$ cat config.mk
export PLATFORM = sky130hd
export DESIGN_NAME = rvq_sqrt_cell
export DESIGN_NICKNAME = d
export VERILOG_FILES = /design/src/hdl/rvq_pkg.sv /design/src/hdl/rvq_sqrt_cell.sv
export SDC_FILE = /design/constraint.sdc
export NUM_CORES = 1
export LEC_CHECK = 0
export BUFFER_PORTS_ARGS = -buffer_cell sky130_fd_sc_hd__buf_4
export CAP_MARGIN = 20
export CORE_AREA = 5 5 166 104
export DETAILED_ROUTE_END_ITERATION = 10
export DIE_AREA = 0 0 171 109
export GPL_ROUTABILITY_DRIVEN = 0
export HOLD_SLACK_MARGIN = 0.12
export PLACE_DENSITY_LB_ADDON = 0.3
export SETUP_SLACK_MARGIN = 0.4
export SKIP_LAST_GASP = 1
export SYNTH_ARGS = -nofsm -noshare
export SYNTH_HDL_FRONTEND = slang
export SYNTH_SLANG_ARGS = --single-unit
export TNS_END_PERCENT = 20
$ cat constraint.sdc
create_clock -name clk -period 1.2 [get_ports clk]
set_clock_uncertainty 0.15 [all_clocks]
set_input_delay 0.12 -clock clk [delete_from_list [all_inputs] [get_ports clk]]
set_output_delay 0.12 -clock clk [all_outputs]
set_load 0.005 [all_outputs]
$ cat src/hdl/rvq_pkg.sv
package rvq_pkg;

	// CORDIC micro-rotations, one cell each (at most 32).
	localparam int ITER = 24;
	// Width of the CORDIC x, y and z words.
	localparam int CW = 34;

	localparam logic signed [34:0] PI_Q30    = 35'sd3373259426;
	localparam logic signed [34:0] TWOPI_Q30 = 35'sd6746518852;
	localparam logic signed [34:0] HPI_Q30   = 35'sd1686629713;
	localparam logic signed [CW-1:0] GAIN_Q30 = 34'sd652032874;
	localparam logic signed [23:0] Q_ONE22 = 24'sd4194304;

	typedef logic signed [23:0] comp_t;

	typedef struct packed {
		logic [47:0] n;
		logic [25:0] rem;
		logic [23:0] root;
		comp_t vx;
		comp_t vy;
		comp_t vz;
	} sqrt_bus_t;

	typedef struct packed {
		logic signed [CW-1:0] x;
		logic signed [CW-1:0] y;
		logic signed [CW-1:0] z;
		logic neg;
		logic [23:0] angle;
		logic [43:0] x3;
		comp_t vx;
		comp_t vy;
		comp_t vz;
	} cor_bus_t;

	typedef struct packed {
		logic [2:0][31:0] rem;
		logic [2:0][23:0] quo;
		logic [31:0] den;
		logic [47:0] x3;
		logic [47:0] q3;
		logic [1:0] r3;
		logic [23:0] angle;
		comp_t w;
		comp_t vx;
		comp_t vy;
		comp_t vz;
		logic s_neg;
	} div_bus_t;

	function automatic logic [31:0] atan_q30(input logic [4:0] i);
		logic [31:0] a;
		case (i)
			5'd0: a = 32'd843314857;
			5'd1: a = 32'd497837829;
			5'd2: a = 32'd263043837;
			5'd3: a = 32'd133525159;
			5'd4: a = 32'd67021687;
			5'd5: a = 32'd33543516;
			5'd6: a = 32'd16775851;
			5'd7: a = 32'd8388437;
			5'd8: a = 32'd4194283;
			5'd9: a = 32'd2097149;
			5'd10: a = 32'd1048576;
			5'd11: a = 32'd524288;
			5'd12: a = 32'd262144;
			5'd13: a = 32'd131072;
			5'd14: a = 32'd65536;
			5'd15: a = 32'd32768;
			5'd16: a = 32'd16384;
			5'd17: a = 32'd8192;
			5'd18: a = 32'd4096;
			5'd19: a = 32'd2048;
			5'd20: a = 32'd1024;
			5'd21: a = 32'd512;
			5'd22: a = 32'd256;
			5'd23: a = 32'd128;
			5'd24: a = 32'd64;
			5'd25: a = 32'd32;
			5'd26: a = 32'd16;
			5'd27: a = 32'd8;
			5'd28: a = 32'd4;
			5'd29: a = 32'd2;
			5'd30: a = 32'd1;
			default: a = 32'd0;
		endcase
		return a;
	endfunction

	function automatic comp_t sat22(input logic signed [63:0] v);
		comp_t r;
		if (v > 64'sd4194304)
			r = Q_ONE22;
		else if (v < -64'sd4194304)
			r = -Q_ONE22;
		else
			r = 24'(v);
		return r;
	endfunction

endpackage

$ cat src/hdl/rvq_sqrt_cell.sv
module rvq_sqrt_cell import rvq_pkg::*; (
	input  logic      clk,
	input  logic      arst_n,
	input  logic      en,
	input  logic      vld_in,
	input  sqrt_bus_t d,
	output logic      vld_out,
	output sqrt_bus_t q
);

	logic [27:0] sh;
	logic [27:0] trial;
	sqrt_bus_t nx;

	assign sh = {d.rem, d.n[47:46]};
	assign trial = {2'b00, d.root, 2'b01};

	// One root bit per cell: two radicand bits enter the partial remainder.
	always_comb begin
		nx = d;
		nx.n = {d.n[45:0], 2'b00};
		if (sh >= trial) begin
			nx.rem = 26'(sh - trial);
			nx.root = {d.root[22:0], 1'b1};
		end else begin
			nx.rem = sh[25:0];
			nx.root = {d.root[22:0], 1'b0};
		end
	end

	always_ff @(posedge clk or negedge arst_n) begin
		if (!arst_n)
			vld_out <= 1'b0;
		else if (en)
			vld_out <= vld_in;
	end

	always_ff @(posedge clk) begin
		if (en)
			q <= nx;
	end

endmodule

==> out/results.ini <==
[yosys]
synth_cells=440
synth_cell_types=56
synth_seq_cells=169
yosys_warnings=0
yosys_most_used_dff=edfxtp_1
synth-edff-count=168
async_flop_share_pct=0.5917
synth_seq_area_share_pct=71.86
synth_area_per_cell_um2=16.04
synth_area_um2=7056

[setup_path]
reg2reg_depth=1
path_max_fanout=6
startpoint_type=input port
cp.arrival_ns=2.41
cp.required_ns=1.22
endpoint_kind=flop
path_class=input port to flop
rrSetupSlack_ns=0.24
r2r-end=vld_out$_DFFE_PN0P_
r2r-start=vld_out$_DFFE_PN0P_

[placement]
hpwl_mm=16.95
port-buffer-count=342

[global_route]
grt_overflow=0
grt_start_max_net_pins=57
grt_pass1_wl_mm=38.01
antenna_found_initial=0
grt_pass1_vias=6664
track_usage_pct=27.26

[drt]
wirelength_mm=28.01
wire_per_inst_um=22.05
vias=6526
viasPerCell=5.139
dr.max_layer_used=met4
first_pass_iters=5
remaining_drc_errors=0
met3WireLength_mm=2.314
wl_met2_mm=14.62
drt_iter0_drc=655
ant_nets=0
wl_met1_mm=10.22

[flow_run]
drv_cap=0

[sta]
holdWs_ns=-0.2039
fin_ws_ns=-1.189
fmax_ghz=0.4186
period_share_pct=199.1
worstMarginPinSlew_ns=0.5353
setup_viol=189
maxSlewViolCount=0
grt_setup_unrepaired=true
min_period_ns=2.389
slew_headroom_pct=63.93
timing.final.hold_violations=26

[power]
total_leakage_power_uw=0.005843
power.total_uw=16870
ir_worst_vdd_mv=0.8611
power_density_nw_per_um2=1273

[layout]
layout.nets=1247
area_growth_pct=87.87
drive_above_1_share_pct=53.68
ff_latch_area_um2=5070
multiInputGateArea_um2=2137
fillers=776
fin_util_pct=84.32

[hold_path]
worst_hold_startpoint=vld_in
whs_path_depth=2
min_path_type=input port to flop
holdPathEnd=vld_out$_DFFE_PN0P_

[floorplanning]
initial_core_util_pct=44.88
fp.dieArea_um2=18640
dieWidth_um=171
row_count=36
ioPinCount=345
core_um2=15720
fp.dieH_um=109

[clock_network]
clk_pin_slew_worst_paths_ns=0.08
clock-sinks=169
cts_root_buffer=clkbuf_16
cts_tree=yes
cts-hold-fix-buffers=142
clockBufferDepth=2
cts_max_level=4
cts_made_buffers=17
clock_latency_ns=0.44

[run_status]
violations=negative hold slack, negative setup slack
outcome=finished, violations left

==> area by class of cell <==
type	instances	share of cell area [%]
timing repair buffer	593	37.64
timing repair inverter	2	0.1888
clock buffer	17	3.209
sequential	169	38.25
antenna	1	0.01888
inverter	40	1.378
multi-input combinational	224	16.12
clock inverter	15	1.218
tap	209	1.973
==> worst max-delay path by stage <==
stage | from | to | depth (start not counted)
after global routing | d[79] | q[115]$_DFFE_PP_ | 13
final | d[72] | q[116]$_DFFE_PP_ | 12
after detailed placement | d[75] | q[121]$_DFFE_PP_ | 11
after global placement | d[87] | q[100]$_DFFE_PP_ | 10
after CTS | d[77] | q[121]$_DFFE_PP_ | 11
after floorplan | d[83] | q[101]$_DFFE_PP_ | 11
==> what timing repair did <==
action / 4_1_cts / 5_1_grt
setup endpoints to repair: 197 / 197
resized for setup: 64 / 30
endpoints found under the hold margin: 296 / 155
cloned: 2 / 0
buffers inserted: 15 / 2
pin swaps: 16 / 15
==> power by group <==
part           total [uW]  switching, uW  internal, uW  leakage, uW
clock                5450           2680          2780     0.000277
sequential           7360            214          7140      0.00166
combinational        4070           1670          2390      0.00391
==> logic make-up after synthesis <==
| group | synth area share [%] |
|---|---|
| flip-flops | 71.86 |
| buffers and inverters | 3.032 |
| AND/OR/NAND/NOR | 4.682 |
| other | 0.05315 |
| XOR/XNOR | 2.483 |
| multiplexers | 4.788 |
| AO/OA/AOI/OAI | 8.494 |
| adder cells (fa/ha/maj) | 4.611 |
==> critical path: stages <==
cell and delay (ns):
buf_6 0.10, inv_4 0.05, ha_4 0.20, nor2b_4 0.13
o31a_4 0.30, a2111oi_4 0.39, o31ai_4 0.12, a211oi_2 0.29
or2_4 0.24, buf_12 0.13, inv_12 0.04, mux2_4 0.28
==> state kept, by name, indices dropped and copies added, names as in the netlist <==
name	flops
q	168
vld_out	1
==> cells in the mapped netlist, types with 2 or more instances <==
library cell	n	share of area, %
nor2_1	19	1.0
o21bai_1	3	0.32
xor2_1	9	1.1
inv_1	39	2.1
xnor2_1	11	1.4
mux2_4	16	3.4
a211oi_1	3	0.32
buf_8	2	0.43
buf_4	2	0.21
mux2i_1	3	0.43
a21oi_1	24	1.7
o22ai_1	2	0.18
or3_1	4	0.35
clkbuf_1	3	0.16
o31ai_1	2	0.21
edfxtp_1	168	72
a31oi_1	2	0.18
o21ai_0	15	1.1
ha_1	26	4.6
a211o_1	2	0.25
nor3_1	5	0.35
o211ai_1	3	0.32
or2_2	2	0.18
nand2_1	17	0.90
a21o_1	13	1.4
nand4_1	4	0.35
nand3_1	5	0.35
o21a_1	3	0.32
mux2_2	6	0.96
==> through the flow <==
stage | cell area (um^2) | TNS [ns] | worst slack [ns] | std cells
5_1_grt | 13250 | -42.95 | -1.258 | 1269
2_1_floorplan | 7151 | -38.43 | -1.523 | 441
4_1_cts | 13090 | -32.85 | -1.124 | 1267
6_report | 13260 | -35.57 | -1.189 | 1270
3_3_place_gp | 10640 | -43.92 | -1.729 | 1076
3_5_place_dp | 10640 | -46.40 | -1.872 | 1076
==> cells in the final DEF (no fill, tap or decap), types with 6 or more instances in the layout <==
master	Yosys	final
xor2_1	9	9
o21ai_0	15	12
buf_4	2	416
mux2_4	16	16
a21o_1	13	13
edfxtp_1	168	168
inv_1	39	29
buf_6	0	28
nand2_1	17	13
xnor2_1	11	10
nor2_1	19	18
clkbuf_16	0	17
ha_1	26	9
dlygate4sd3_1	0	142
mux2_2	6	6
ha_4	0	16
a21oi_1	24	20
==> layer usage <==
layer / track usage, % / vias to the layer above
met1: 32.48 / 3171
met5: 0 / -
met2: 48.06 / 384
met3: 7.572 / 87
met4: 9.384 / 0
li1: - / 2884
No activity file was read; power rests on OpenSTA's default activity.
