--- src/hdl/rvq_pkg.sv ---
package rvq_pkg;

	// CORDIC micro-rotations, one cell each (at most 32).
	localparam int ITER = 24;
	// Width of the CORDIC x, y and z words.
	localparam int CW = 34;

	localparam logic signed [34:0] PI_Q30    = 35'sd3373259426;
	localparam logic signed [34:0] TWOPI_Q30 = 35'sd6746518852;
	localparam logic signed [34:0] HPI_Q30   = 35'sd1686629713;
	localparam logic signed [CW-1:0] GAIN_Q30 = 34'sd652032874;
	localparam logic signed [23:0] Q_ONE22 = 24'sd4194304;

	typedef logic signed [23:0] comp_t;

	typedef struct packed {
		logic [47:0] n;
		logic [25:0] rem;
		logic [23:0] root;
		comp_t vx;
		comp_t vy;
		comp_t vz;
	} sqrt_bus_t;

	typedef struct packed {
		logic signed [CW-1:0] x;
		logic signed [CW-1:0] y;
		logic signed [CW-1:0] z;
		logic neg;
		logic [23:0] angle;
		logic [43:0] x3;
		comp_t vx;
		comp_t vy;
		comp_t vz;
	} cor_bus_t;

	typedef struct packed {
		logic [2:0][31:0] rem;
		logic [2:0][23:0] quo;
		logic [31:0] den;
		logic [47:0] x3;
		logic [47:0] q3;
		logic [1:0] r3;
		logic [23:0] angle;
		comp_t w;
		comp_t vx;
		comp_t vy;
		comp_t vz;
		logic s_neg;
	} div_bus_t;

	function automatic logic [31:0] atan_q30(input logic [4:0] i);
		logic [31:0] a;
		case (i)
			5'd0: a = 32'd843314857;
			5'd1: a = 32'd497837829;
			5'd2: a = 32'd263043837;
			5'd3: a = 32'd133525159;
			5'd4: a = 32'd67021687;
			5'd5: a = 32'd33543516;
			5'd6: a = 32'd16775851;
			5'd7: a = 32'd8388437;
			5'd8: a = 32'd4194283;
			5'd9: a = 32'd2097149;
			5'd10: a = 32'd1048576;
			5'd11: a = 32'd524288;
			5'd12: a = 32'd262144;
			5'd13: a = 32'd131072;
			5'd14: a = 32'd65536;
			5'd15: a = 32'd32768;
			5'd16: a = 32'd16384;
			5'd17: a = 32'd8192;
			5'd18: a = 32'd4096;
			5'd19: a = 32'd2048;
			5'd20: a = 32'd1024;
			5'd21: a = 32'd512;
			5'd22: a = 32'd256;
			5'd23: a = 32'd128;
			5'd24: a = 32'd64;
			5'd25: a = 32'd32;
			5'd26: a = 32'd16;
			5'd27: a = 32'd8;
			5'd28: a = 32'd4;
			5'd29: a = 32'd2;
			5'd30: a = 32'd1;
			default: a = 32'd0;
		endcase
		return a;
	endfunction

	function automatic comp_t sat22(input logic signed [63:0] v);
		comp_t r;
		if (v > 64'sd4194304)
			r = Q_ONE22;
		else if (v < -64'sd4194304)
			r = -Q_ONE22;
		else
			r = 24'(v);
		return r;
	endfunction

endpackage

--- src/hdl/rvq_cordic_cell.sv ---
module rvq_cordic_cell import rvq_pkg::*; (
	input  logic       clk,
	input  logic       arst_n,
	input  logic       en,
	input  logic [4:0] step,
	input  logic       vld_in,
	input  cor_bus_t   d,
	output logic       vld_out,
	output cor_bus_t   q
);

	logic signed [CW-1:0] dx;
	logic signed [CW-1:0] dy;
	logic signed [CW-1:0] at;
	cor_bus_t nx;

	assign dx = d.y >>> step;
	assign dy = d.x >>> step;
	assign at = signed'({2'b00, atan_q30(step)});

	always_comb begin
		nx = d;
		if (!d.z[CW-1]) begin
			nx.x = d.x - dx;
			nx.y = d.y + dy;
			nx.z = d.z - at;
		end else begin
			nx.x = d.x + dx;
			nx.y = d.y - dy;
			nx.z = d.z + at;
		end
	end

	always_ff @(posedge clk or negedge arst_n) begin
		if (!arst_n)
			vld_out <= 1'b0;
		else if (en)
			vld_out <= vld_in;
	end

	always_ff @(posedge clk) begin
		if (en)
			q <= nx;
	end

endmodule

--- config.mk ---
export PLATFORM = sky130hd
export DESIGN_NAME = rvq_cordic_cell
export DESIGN_NICKNAME = d
export VERILOG_FILES = /design/src/hdl/rvq_pkg.sv /design/src/hdl/rvq_cordic_cell.sv
export SDC_FILE = /design/constraint.sdc
export NUM_CORES = 1
export LEC_CHECK = 0
export BUFFER_PORTS_ARGS = -buffer_cell sky130_fd_sc_hd__buf_2
export CORE_MARGIN = 5
export CORE_UTILIZATION = 47
export DETAILED_ROUTE_END_ITERATION = 10
export GPL_ROUTABILITY_DRIVEN = 0
export PLACE_DENSITY = 0.81
export SLEW_MARGIN = 5
export SYNTH_ARGS = -nofsm -noshare
export SYNTH_HDL_FRONTEND = slang
export SYNTH_SLANG_ARGS = --single-unit
--- constraint.sdc ---
create_clock -name clk -period 1.29 [get_ports clk]
set_input_delay 0.0645 -clock clk [delete_from_list [all_inputs] [get_ports clk]]
set_output_delay 0.0645 -clock clk [all_outputs]
set_load 0.05 [all_outputs]
==> results.toml, run 1 <==
[status]
outcome = "stopped before the end"
lastStage = "5_1_grt"
tool.error = "[ERROR GRT-0232] Routing congestion too high. Check the congestion heatmap in the GUI."

[global_routing]
overflow = 35
grt_max_degree = 50
grt_usage_pct = 67.76

[place]
place_hpwl_um = 68280
portBuffers = 495

[floorplan]
io_pins = 496
die_x_um = 216.1
die_h_um = 216.1
start_util_pct = 47.58
placementRows = 75

[clock_tree]
cts.sinks = 244
cts_htree_levels = 1
numCtsBuffers = 25
cts_root_buf = "clkbuf_16"
clockBufferDepth = 3

[logic_synthesis]
synth_ff_type = "edfxtp_1"
synth_area_mm2 = 0.01996
syn_area_per_cell_um2 = 10.52
synth_nets = 2262
yosysWarnings = 0
synth_cell_types = 102
synthCells = 1897
synth_edf_count = 243
ys_ff_latch = 244
async_reset_ff_share_pct = 0.4098
synth.yosys.seq_area_share_pct = 36.69

[timing]
worstEndpointType = "register data pin"
grt-worst-endpoint = "q[241]$_DFFE_PP_/D"
==> synthesized netlist by cell type (all sizes together), types with 54 or more instances <==
library cell / instances / area share, %
mux2i: 57 / 2.9
nand2: 130 / 2.4
xnor2: 113 / 5.0
nor2: 142 / 2.7
edfxtp: 243 / 37
mux2: 54 / 3.1
xor2: 69 / 3.0
ha: 110 / 6.9
buf: 62 / 1.9
a21oi: 169 / 4.3
o21ai: 81 / 2.0
mux4: 72 / 8.4
==> per-layer routing <==
metal | GRT overflow | track usage [%]
met3 | 2 | 53.68
met1 | 2 | 64.84
met4 | 20 | 67.95
met2 | 11 | 85.92
met5 | 0 | 25.73
==> through the flow <==
step	std cells	setup WS (ps)	TNS [ps]	instance area, um^2
after CTS	3873	-2857	-217200	33300
after detailed placement	3588	-3774	-305800	28990
after global placement	3588	-3578	-292030	28990
after floorplan	1897	-3307	-250260	20620
==> cell families after synthesis <==
| group | Yosys count | synth area share, % |
|---|---|---|
| buf+inv | 152 | 3.624 |
| compound gates | 550 | 18.26 |
| mux | 183 | 14.35 |
| flops | 244 | 36.69 |
| xor+xnor | 182 | 7.987 |
| simple gates | 473 | 11.89 |
| fa+ha+maj | 113 | 7.198 |
==> repair_timing <==
action,in CTS
endpoints found under the hold margin,171
buffers inserted,97
pin swaps,132
hold buffers,145
gates cloned,7
setup endpoints to repair,116
resized for setup,305
==> run 2, diff against run 1 <==
CORE_UTILIZATION = 32   (was 47)
PLACE_DENSITY = default   (was 0.81)
PLACE_DENSITY_LB_ADDON = 0.15   (was default)
==> run 2 against run 1 <==
Against the previous run:
- synthesized cell count unchanged
- the flow now finishes, with violations (negative hold slack, negative setup slack)
- area after synthesis unchanged
==> results.toml, run 2 <==
[place]
portBuffers = 495
place_hpwl_um = 70630
place_area_mm2 = 0.02970

[critical_path]
crit_chain = "buf_16 -> buf_12 -> mux4_2 -> mux2_4 -> and2_4 -> a211o_1 -> nor3b_4 -> nand4_4 -> nor4_4 -> buf_4 -> buf_12 -> a31oi_4 -> xnor2_2 -> ha_1 -> and3_4 -> a221oi_4 -> o21bai_2 -> a221oi_2 -> nor3_2 -> a21o_1 -> a21oi_2 -> xnor2_1"
worst_ep_required_time_ps = 1640
path_class = "input pin to flip-flop"
critPathLaunchType = "input pin"
end_kind = "flip-flop"
arrival_ps = 4720
crit_top_cell = "buf_12"
cpMaxStageDelayCell = "mux4_2"
max_stage_delay_ps = 510
crit_fanout = 5

[logic_synthesis]
yosysWarnings = 0
yosys-top-cells-count = "edfxtp_1 (243), a21oi_1 (167), nor2_1 (141)"
synth_top_area_cell = "edfxtp_1"
ys_top_cells_by_area = "edfxtp_1 (37%), ha_1 (6.9%), mux4_2 (6.4%)"
synth.yosys.seq_area_share_pct = 36.69
ys_ff_latch = 244
synth_edf_count = 243
synth_nets = 2262
async_reset_ff_share_pct = 0.4098
synth.most_common_cell = "edfxtp_1"
synthCells = 1897
synth_area_mm2 = 0.01996
syn_area_per_cell_um2 = 10.52
synth_cell_types = 102
synth_ff_type = "edfxtp_1"
synth_top_area_share_pct = 36.56

[power]
max-vdd-ir-drop_mv = 1.323
clockPowerShare_pct = 17.9
internal_power_mw = 26.29
pwr-share-comb_pct = 57.5
p_leak_nw = 15.97
switching_share_pct = 40.42
finalPower_mw = 44.12
p_switching_mw = 17.83
power.density_mw_per_mm2 = 1218
pwr-share-seq_pct = 24.7

[status]
violations = "negative hold slack, negative setup slack"
outcome = "complete, but fails checks"

[clock_tree]
cts.sinks = 244
path_clk_slew_ps = 60
ctsHoldBuffers = 145
cts_root_buf = "clkbuf_16"
clockBufferDepth = 3
clk_latency_ps = 570
numCtsBuffers = 29
cts_htree_levels = 1
cts_tree = "built"

[timing]
drv_slew = 0
timing.final.crit_share_pct = 338.8
rsz0062_at_grt = "yes"
finalWorstSetupSlack_ps = -3081
slew_headroom_pct = 59.35
fin_setup_tns_ps = -237550
hold-worst-slack_ps = -191.2
min_period_ps = 4371
max_freq_mhz = 228.8
setup_viol = 106
worst_pin_slew_ps = 609.7
hold_viol = 4
fin_skew_ps = 0

[cells_and_area]
top_regs = "q x243, vld_out x1"
drive_gt1_share_pct = 59.11
layout_commonest_cell = "buf_4"
largest_register_ffs = 243
regMostFlops = "q"
final_nets = 3772
area_growth_pct = 81.55
fin_area_mm2 = 0.03623
layout_common_cells = "buf_4 (838), buf_2 (433), edfxtp_1 (243)"

[drt]
wire_per_inst_um = 21.56
final_antenna_net_count = 0
routed_via_density = 5.221
met3_length_um = 6436
vias = 22300
firstDrtPassIters = 7
wl_met1_um = 34560
wl_um = 92090
routed-wl-met2_um = 47250
highest_layer = "met4"
drtIter0Drc = 1567
drc = 0

[floorplan]
dieArea_mm2 = 0.06746
io_pins = 496
placementRows = 91
core_mm2 = 0.06171
die_h_um = 259.7
die_x_um = 259.7
start_util_pct = 32.34

[global_routing]
grt_pass1_wl_um = 134000
grt_usage_pct = 25.24
antenna_found_initial = 9
grt_pass1_vias = 23030
grt_max_degree = 42
overflow = 0

[min_path]
hp-class = "input pin to flip-flop"

[job]
drv_cap = 0
-- run 2: power by group through the flow --
| stage | Combinational (mW) | Clock, mW | Sequential, mW |
|---|---|---|---|
| 2_1_floorplan | 7.56 | 0 | 15.5 |
| 5_1_grt | 26.8 | 8.55 | 11.0 |
| 4_1_cts | 23.4 | 8.15 | 10.9 |
| 6_report | 25.4 | 7.89 | 10.9 |
| 3_3_place_gp | 20.1 | 0 | 11.0 |
| 3_5_place_dp | 20.2 | 0 | 11.0 |
-- run 2: path summary, 6_finish.rpt --
kind,start,end,slack [ps],cells past startpoint
min in group asynchronous,arst_n,vld_out,450,3
hold reg to reg,vld_out,vld_out,520,1
max in group asynchronous,arst_n,vld_out,730,3
hold / removal,d[141],q[141],-190,2
setup reg to reg,vld_out,vld_out,540,1
setup / recovery,step[0],q[241],-3080,22
-- run 2: worst max-delay path: cells and delay by family --
family                   cells  cell delay, ps
buffers and inverters        4             570
adder cells (fa/ha/maj)      1             320
AO/OA/AOI/OAI                7            1360
multiplexers                 2             830
XOR/XNOR                     2             250
AND/OR/NAND/NOR              6            1280
-- run 2: stage by stage --
step           util [%]  cells  setup WS (ps)  hold slack, ps
2_1_floorplan         -   1897          -3307          -231.1
3_5_place_dp      48.13   3926          -3946          -154.8
6_report          58.71   4272          -3081          -191.2
4_1_cts           56.13   4213          -2917          -230.8
3_3_place_gp      48.13   3926          -3806          -157.6
5_1_grt           58.70   4269          -3214          -225.2
-- run 2: what timing repair did --
action | 4_1_cts | 5_1_grt
endpoints found under the hold margin | 180 | 6
cloned | 4 | 3
resized for setup | 413 | 261
endpoints found under the setup margin | 134 | 197
pin swaps | 200 | 147
setup buffers | 102 | 76
-- run 2: logic make-up (layout without fill, tap and decap cells) --
logic type,count (synthesis),after routing,synth area share [%]
DFF,244,244,36.69
xor gates and xnor gates,182,182,7.987
adders and majority gates,113,113,7.198
AOI/OAI and AO/OA,550,550,18.26
muxes,183,183,14.35
other,0,6,0
and+or+nand+nor,473,473,11.89
buffers and inverters,152,1684,3.624
-- run 2: layout make-up --
class                      instances  area (um^2)
fill                            5200        25480
multi-input combinational       1501        14640
timing repair buffer            1580        12070
sequential                       244         7322
tap                              837         1047
clock buffer                      38        779.5
inverter                          51        222.7
clock inverter                    15        132.6
antenna                            6        15.01
-- run 2: metal layers --
layer  vias to the layer above  GRT usage, %
met3                       226         4.078
met5                         -             0
met1                     10830         29.58
met4                         0         9.423
met2                       929         46.36
li1                      10320             -
No activity file was read; power rests on OpenSTA's default activity.
